### src/design/spbm_pkg.sv
// ----------------------------------------------------------------------------
// spbm_pkg
// Shared constants, opcodes, status codes and types of the SPI save memory.
// ----------------------------------------------------------------------------
package spbm_pkg;

    localparam int STORE_BYTES = 65536;
    localparam int STORE_AW    = $clog2(STORE_BYTES);

    localparam logic [32:0] STORE_LIM = 33'(STORE_BYTES);
    localparam logic [32:0] HI_OFFSET = 33'h100;

    localparam logic [7:0] OP_NONE = 8'h00;
    localparam logic [7:0] OP_WRLO = 8'h02;
    localparam logic [7:0] OP_RDLO = 8'h03;
    localparam logic [7:0] OP_WRDI = 8'h04;
    localparam logic [7:0] OP_RDSR = 8'h05;
    localparam logic [7:0] OP_WREN = 8'h06;
    localparam logic [7:0] OP_WRHI = 8'h0A;
    localparam logic [7:0] OP_RDHI = 8'h0B;

    localparam logic [2:0] CLS_EE1   = 3'd1;
    localparam logic [2:0] CLS_EE2   = 3'd2;
    localparam logic [2:0] CLS_EE3   = 3'd3;
    localparam logic [2:0] CLS_FLASH = 3'd4;

    localparam logic CFG_CLASS = 1'b0;
    localparam logic CFG_BYTES = 1'b1;

    typedef enum logic [2:0] {
        ST_OK      = 3'd0,
        ST_NOWE    = 3'd1,
        ST_RANGE   = 3'd2,
        ST_CLASS   = 3'd3,
        ST_UNKNOWN = 3'd4
    } t_status;

    typedef enum logic [1:0] {
        LAT_KEEP = 2'd0,
        LAT_SET  = 2'd1,
        LAT_LOAD = 2'd2
    } t_lat_op;

    typedef struct packed {
        logic                we;
        logic                re;
        logic [STORE_AW-1:0] addr;
        logic [7:0]          wdata;
    } t_mem_req;

    typedef struct packed {
        t_status    status;
        t_lat_op    lat_op;
        logic [7:0] lat_val;
    } t_cmd_res;

endpackage

### src/design/spbm_cmd.sv
// ----------------------------------------------------------------------------
// spbm_cmd
// Command decoder: opcode, write enable and address state, memory requests.
// ----------------------------------------------------------------------------
module spbm_cmd (
    input  logic               i_clk,
    input  logic               i_rst_n,
    input  logic               i_fire,
    input  logic               i_cmd,
    input  logic [7:0]         i_data,
    input  logic [2:0]         i_class,
    input  logic [16:0]        i_bytes,
    output spbm_pkg::t_mem_req o_req,
    output spbm_pkg::t_cmd_res o_res
);
    import spbm_pkg::*;

    logic [7:0]  r_opcode, n_opcode;
    logic        r_we, n_we;
    logic [1:0]  r_seen, n_seen;
    logic [31:0] r_addr, n_addr;

    logic [1:0]  w_len;
    logic        w_is_read;
    logic        w_hi;
    logic        w_need_addr;
    logic [32:0] w_sum;
    logic [32:0] w_bytes;
    logic [32:0] w_limit;
    logic        w_in_range;
    logic [31:0] w_taken;

    always_comb begin
        case (i_class)
            CLS_EE1:   w_len = 2'd1;
            CLS_EE2:   w_len = 2'd2;
            CLS_EE3:   w_len = 2'd3;
            CLS_FLASH: w_len = 2'd3;
            default:   w_len = 2'd0;
        endcase
    end

    assign w_is_read   = (r_opcode == OP_RDLO) || (r_opcode == OP_RDHI);
    assign w_hi        = (r_opcode == OP_RDHI) || (r_opcode == OP_WRHI);
    assign w_need_addr = r_seen < w_len;
    assign w_sum       = {1'b0, r_addr} + ((w_hi && (i_class == CLS_EE1)) ? HI_OFFSET : 33'd0);
    assign w_bytes     = {16'd0, i_bytes};
    assign w_limit     = (w_bytes < STORE_LIM) ? w_bytes : STORE_LIM;
    assign w_in_range  = w_sum < w_limit;
    assign w_taken     = (w_len == 2'd1) ? {24'd0, i_data} : {r_addr[23:0], i_data};

    always_comb begin
        n_opcode = r_opcode;
        n_we     = r_we;
        n_seen   = r_seen;
        n_addr   = r_addr;
        o_res    = '{status: ST_OK, lat_op: LAT_KEEP, lat_val: 8'd0};
        o_req    = '{we: 1'b0, re: 1'b0, addr: w_sum[STORE_AW-1:0], wdata: i_data};
        if (i_fire) begin
            if (i_cmd) begin
                n_opcode = OP_NONE;
                n_seen   = 2'd0;
                n_addr   = 32'd0;
            end else begin
                case (r_opcode)
                    OP_NONE: begin
                        n_opcode = i_data;
                        if ((i_data == OP_RDLO) || (i_data == OP_RDHI) ||
                            (i_data == OP_WRLO) || (i_data == OP_WRHI)) begin
                            n_seen = 2'd0;
                        end else if (i_data == OP_WREN) begin
                            n_we = 1'b1;
                        end else if (i_data == OP_WRDI) begin
                            n_we = 1'b0;
                        end else if (i_data == OP_RDSR) begin
                            o_res.lat_op  = LAT_SET;
                            o_res.lat_val = {6'd0, r_we, 1'b0};
                        end
                    end
                    OP_RDSR: begin
                        o_res.lat_op  = LAT_SET;
                        o_res.lat_val = {6'd0, r_we, 1'b0};
                    end
                    OP_WREN, OP_WRDI: begin
                    end
                    OP_RDLO, OP_RDHI, OP_WRLO, OP_WRHI: begin
                        if (!w_is_read && !r_we) begin
                            o_res.status = ST_NOWE;
                        end else if (w_len == 2'd0) begin
                            o_res.lat_op = LAT_SET;
                        end else if (w_is_read) begin
                            if (w_hi && (i_class != CLS_EE1)) begin
                                o_res.lat_op = LAT_SET;
                                o_res.status = ST_CLASS;
                            end else if (w_need_addr) begin
                                n_addr = w_taken;
                                n_seen = r_seen + 2'd1;
                            end else begin
                                n_addr = r_addr + 32'd1;
                                if (w_in_range) begin
                                    o_req.re     = 1'b1;
                                    o_res.lat_op = LAT_LOAD;
                                end else begin
                                    o_res.lat_op = LAT_SET;
                                end
                            end
                        end else begin
                            if (w_hi && ((i_class == CLS_EE2) || (i_class == CLS_EE3))) begin
                                o_res.status = ST_CLASS;
                            end else if (!w_hi && (i_class == CLS_FLASH)) begin
                                o_res.status = ST_CLASS;
                            end else if (w_need_addr) begin
                                n_addr = w_taken;
                                n_seen = r_seen + 2'd1;
                            end else begin
                                n_addr = r_addr + 32'd1;
                                if (w_in_range) begin
                                    o_req.we = 1'b1;
                                end else begin
                                    o_res.status = ST_RANGE;
                                end
                            end
                        end
                    end
                    default: begin
                        o_res.status = ST_UNKNOWN;
                    end
                endcase
            end
        end
    end

    always_ff @(posedge i_clk) begin
        if (!i_rst_n) begin
            r_opcode <= OP_NONE;
            r_we     <= 1'b0;
            r_seen   <= 2'd0;
            r_addr   <= 32'd0;
        end else begin
            r_opcode <= n_opcode;
            r_we     <= n_we;
            r_seen   <= n_seen;
            r_addr   <= n_addr;
        end
    end

endmodule

### config.mk
export PLATFORM = sky130hd
export DESIGN_NAME = spbm_cmd
export DESIGN_NICKNAME = d
export VERILOG_FILES = /design/src/design/spbm_pkg.sv /design/src/design/spbm_cmd.sv
export SDC_FILE = /design/constraint.sdc
export NUM_CORES = 1
export LEC_CHECK = 0
export BUFFER_PORTS_ARGS = -buffer_cell sky130_fd_sc_hd__buf_2
export CAP_MARGIN = 40
export CORE_ASPECT_RATIO = 1.4
export CORE_MARGIN = 2
export CORE_UTILIZATION = 45
export CTS_BUF_LIST = sky130_fd_sc_hd__clkbuf_8
export DETAILED_ROUTE_END_ITERATION = 7
export PLACE_DENSITY_LB_ADDON = 0.1
export SLEW_MARGIN = 20
export SYNTH_ARGS = -nofsm -noshare
export SYNTH_HDL_FRONTEND = slang
export SYNTH_SLANG_ARGS = --single-unit
### constraint.sdc
create_clock -name i_clk -period 3.54 [get_ports i_clk]
set_input_delay 0.177 -clock i_clk [delete_from_list [all_inputs] [get_ports i_clk]]
set_output_delay 0.177 -clock i_clk [all_outputs]
set_load 0.02 [all_outputs]
# Word level (Yosys, flattened, before mapping)
# Index checks and enable logic that the tools add are counted.
[word_totals] inputBits=32 register_bits=43
[op_classes] mux=62 eq_ne=31 n_bitwise=2 magnitude_cmp=3 reduce_logical=27 addsub=3
[op_table] op="two-way mux 32 bit" count=10
[op_table] op="== test 8 x 3 -> 1 bit, second input constant" count=6
[op_table] op="two-way mux 2 bit" count=22
[op_table] op="adder 32 x 9 -> 33 bit" count=1
[op_table] op="< comparator 33 x 17 -> 1 bit" count=1
[op_table] op="adder 32 x 1 -> 32 bit, second input constant" count=1
[op_table] op="== test 8 x 2 -> 1 bit, second input constant" count=4
[op_table] op="== test 8 x 4 -> 1 bit, second input constant" count=4
[op_table] op="two-way mux 10 bit" count=3
[op_table] op="two-way mux 13 bit" count=2
[op_table] op="two-way mux 3 bit" count=6
[op_table] op="two-way mux 9 bit" count=2
[op_table] op="!= test 3 bit, second input constant" count=6
[op_table] op="< comparator 17 bit, second input constant" count=1
[op_table] op="two-way mux 17 bit" count=1
[op_table] op="two-way mux 8 bit" count=2
[op_table] op="case mux 8 bit (2 select lines)" count=1
[op_table] op="!= test 4 bit, second input constant" count=3
[op_table] op="case mux 2 bit (3 select lines)" count=2
[op_table] op="two-way mux 1 bit" count=9
[op_table] op="zero test 8 bit" count=1
[op_table] op="AND reduction 8 bit" count=1
[op_table] op="OR reduction 4 bit" count=2
[op_table] op="AND reduction 7 bit" count=1
[op_table] op="20 further kinds" count=36

# Depth between registers and ports, before layout
[logic_depth] word_depth=16 mapped_depth=17 depth_no_buf=16

# Least setup slack after synthesis
# No wires, ideal clock.
[synth_timing] kind="register to output" start="reg r_opcode[7]" end="out o_req[24] in the netlist's numbering" arrival_ns=3.827 setup_slack_ns=-0.464 path_buffers=1 stages_incl_launch_ff=18 path_cell_list="dfxtp_1 nor4_2 and2_1 clkbuf_1 nand2_1 nor2_1 ha_1 nand2_1 nor2_1 xor2_1 ha_1 a21oi_1 nor2_1 a2111oi_0 and4b_1 nand3b_1 nor4_2 and3_1"
[synth_rtl] item="start, declared" line_no="spbm_cmd.sv:18" rtl="logic [7:0] r_opcode, n_opcode;"
[synth_rtl] item="start signal, assigned" line_no="spbm_cmd.sv:140" rtl="r_opcode <= n_opcode;"
[synth_rtl] item="end, declared" line_no="spbm_cmd.sv:13" rtl="output spbm_pkg::t_mem_req o_req,"

==> summary.md <==
| Metric | Value |
|---|---|
| Sink Count | 43 |
| Hpwl dp | 9640 um |
| Hold worst-path end | r_opcode[7] |
| # setup viols final | 5 |
| #FFs+latches synth | 43 |
| Die H | about 120 um |
| Reg2reg path depth | 9 |
| Number of global-route vias before repair | between 4000 and 5000 |
| H-tree depth | 2 |
| Top-count cell post-synth | nand2_1 |
| Residual DRC | 0 |
| Antenna-violating nets left | 0 |
| Layout area overhead | 20.9% |
| Mapped Area | between 4000 and 5000 um^2 |
| Yosys cell types | 63 |
| Std cell rows | 41 |
| Total track usage | 0.272 |
| Peak VDD IR | ~0.00024 V |
| CTS Buffer Depth | 2 |
| Remaining Overflow, GRT | 0 |
| Post-synthesis cell type with the largest combined area | dfxtp_1 |
| Number of synthesized flops with an enable pin | 0 |
| Hold Startpoint | i_data[7] |
| Clock group share of total power | 0.371 |
| Worst Hold Class | in2reg |
| Total wire length | approximately 13000 um |
| Final WS setup | -0.303 ns |
| Crit share post-route | 1.09 |
| Logic pwr share | 0.236 |
| Share of cells above drive strength 1 | 0.269 |
| Pre-CTS setup slack | -0.191 ns |
| Slew HR | 0.553 |
| Worst-path fanout max | 4 |
| Tmin final | roughly 3.8 ns |
| Synthesized instance count | about 570 |
| CTS root buf | clkbuf_8 |
| Core area | 8870 um^2 |
| CTS Buf Count | 5 |
| Reg-to-reg slack, setup | about 0.77 ns |
| Syn Area/Cell | 7.17 um^2 |
| Internal | ~0.00089 W |
| Fill count | between 800 and 900 |
| Setup TNS | -1.23 ns |
| Worst clock skew | 0.0110 ns |
| Initial DRC Count | ~360 |
| Fin. max-slew vios | 0 |
| DP Cell Count | ~700 |
| TritonRoute pass-1 iters | 5 |
| Top post-synthesis cells by area | dfxtp_1, ha_1, a21oi_1, nand2_1, buf_4 |
| Routed length per instance | between 15 and 20 um |
| Hold Violations, Final | 0 |
| Sw power | about 0.00040 W |
| Max cap viols | 0 |
| Synth top cells by count | nand2_1, nor2_1, a21oi_1 |
| RSZ-0062 raised after global routing | yes |
| CTS tree | yes |
| Area share of the largest cell type after synthesis | 0.212 |
| Finished Layout Cells | between 700 and 800 |
| Seq pwr share | 0.394 |
| Synth warn | 0 |
| Failing checks | setup timing |
| Measured slew at the worst slew-check pin | 0.670 ns |
| Clk_lat worst skew | 0.32 ns |
| Die Area | 9790 um^2 |
| Worst EP required | 3.36 ns |
| R2r endpoint | r_addr[28] |
| Worst setup EP type | output port |
| Leakage | just under 2 nW |
| Fmax | 0.260 GHz |
| First-pass GRT wire length | 21400 um |
| Cell Pwr Density | 263 nW/um^2 |
| Via count | around 4500 |
| Ant diodes | 0 |
| Final core utilization | 0.552 |
| WP data arrival | around 3.7 ns |
| Hold depth | 3 |
| Sequential share of the synthesized area | 0.212 |
| Initial core utilization | 0.457 |
| Initial antenna violation count | 0 |
| Outcome | complete, but fails checks |
| Sw frac | 0.309 |
| CP Class | reg2out |
| Vias/cell | between 6 and 7 |
| Synth Flop Type | dfxtp_1 |
| Largest net degree at the start of global routing | 39 |
| IO Pins | 71 |
| CP startpoint kind | flop |
| Nets | 669 |
| Async SR Flop Fraction | 0 |
| Routability cong. | slightly above 0.9 |
| Die X | between 80 and 90 um |
| RR Startpoint | r_opcode[7] |
| Clock transition at path regs | ~0.10 ns |
| I/O Buffers | between 60 and 70 |
## sequential cells by signal (all words and copies together) (netlist names)
signal / count
r_seen: 2
r_we: 1
r_addr: 32
r_opcode: 8
## final cells by class
cell class | count | area [um^2] | area share
inverters | 12 | 45.0 | 0.00920
multi-input cells | 447 | 3030 | 0.618
flip-flops and latches | 43 | 863 | 0.176
repair buffers | 108 | 692 | 0.141
clock inverters | 3 | 67.6 | 0.0138
well taps | 107 | 134 | 0.0273
clock buffers | 5 | 68.8 | 0.0140
## stage by stage
step	total power, W	hold slack [ns]	instance area, um^2
2_1_floorplan	0.000718	0.321	4170
3_3_place_gp	0.000798	0.473	4490
3_5_place_dp	0.000804	0.488	4510
4_1_cts	0.00129	0.153	4840
5_1_grt	0.00135	0.164	4900
6_report	0.00129	0.164	4900
## layer usage
| metal | vias up | GRT usage | part of all wire |
|---|---|---|---|
| li1 | 2174 | - | - |
| met1 | 2085 | 0.324 | 0.40 |
| met2 | 163 | 0.483 | 0.51 |
| met3 | 34 | 0.0353 | 0.048 |
| met4 | 0 | 0.131 | 0.042 |
| met5 | - | 0 | 0 |
## worst max-delay path by stage
stage | from | to | slack [ns] | depth (start not counted)
CTS | r_opcode[7] | o_res[9] | -0.39 | 17
global route | r_opcode[7] | o_res[11] | -0.50 | 18
detailed placement | r_opcode[6] | o_res[9] | -0.19 | 17
global placement | r_opcode[6] | o_req[24] | -0.03 | 15
floorplan | r_opcode[6] | o_req[24] | 0.03 | 16
finish | r_opcode[7] | o_res[11] | -0.30 | 19
## placed cells by master, fill, tap and decap left out, drive strengths merged, types with 4 or more instances in the layout
| master | netlist | final |
|---|---|---|
| buf | 40 | 108 |
| nand2 | 58 | 58 |
| nor2 | 47 | 47 |
| a21oi | 46 | 46 |
| dfxtp | 43 | 43 |
| o21ai | 31 | 31 |
| nand3 | 22 | 22 |
| nor3 | 21 | 21 |
| nand4 | 20 | 20 |
| ha | 20 | 20 |
| nor4 | 17 | 17 |
| o2bb2ai | 14 | 14 |
| inv | 12 | 12 |
| xor2 | 11 | 11 |
| a31oi | 10 | 10 |
| and3 | 10 | 10 |
| a22oi | 7 | 7 |
| conb | 1 | 7 |
| xnor2 | 7 | 7 |
| and2 | 7 | 7 |
| nor2b | 6 | 6 |
| or3 | 6 | 6 |
| and4 | 5 | 5 |
| clkbuf | 29 | 5 |
| a2111oi | 5 | 5 |
| o31ai | 4 | 4 |
| o21a | 4 | 4 |
| nand3b | 4 | 4 |
| a21o | 4 | 4 |
| a211oi | 4 | 4 |
## critical path, stage by stage (launching register included)
cell and delay (ns):
dfxtp_2 0.35, nor4_4 0.28, and2_4 0.20, nand2_4 0.05, nor2_4 0.14, buf_6 0.12, ha_4 0.13, buf_6 0.12
nand3_4 0.08, xnor2_2 0.16, ha_1 0.31, nand2_2 0.04, o21a_1 0.19, o21ai_1 0.11, and4b_2 0.27, nand3b_1 0.18
buf_4 0.15, o21ai_4 0.05, a221oi_2 0.23, buf_4 0.18
## cells by family (layout without fill, tap and decap cells)
| kind of cell | after synthesis | in the layout | synth area share |
|---|---|---|---|
| buffers and inverters | 81 | 128 | 0.101 |
| XOR/XNOR | 18 | 18 | 0.0389 |
| AND/OR/NAND/NOR | 243 | 243 | 0.318 |
| multiplexers | 2 | 2 | 0.00494 |
| AO/OA/AOI/OAI | 157 | 157 | 0.262 |
| flip-flops | 43 | 43 | 0.212 |
| adder cells (fa/ha/maj) | 20 | 20 | 0.0617 |
| other | 1 | 7 | 0.000925 |
## repair_timing
action / in CTS / in global routing
hold endpoints to repair: 0 / 0
setup buffers: 10 / 3
hold buffers: 0 / 0
endpoints found under the setup margin: 5 / 5
pin swaps: 20 / 7
gates cloned: 0 / 0
gates resized for setup: 31 / 7
## power groups by stage
stage	logic, W	clock network [W]	registers (W)
finish	0.000304	0.000478	0.000508
detailed placement	0.000286	0	0.000518
global route	0.000334	0.000507	0.000510
floorplan	0.000206	0	0.000512
CTS	0.000298	0.000488	0.000508
global placement	0.000281	0	0.000517
No activity file was read; power rests on OpenSTA's default activity.
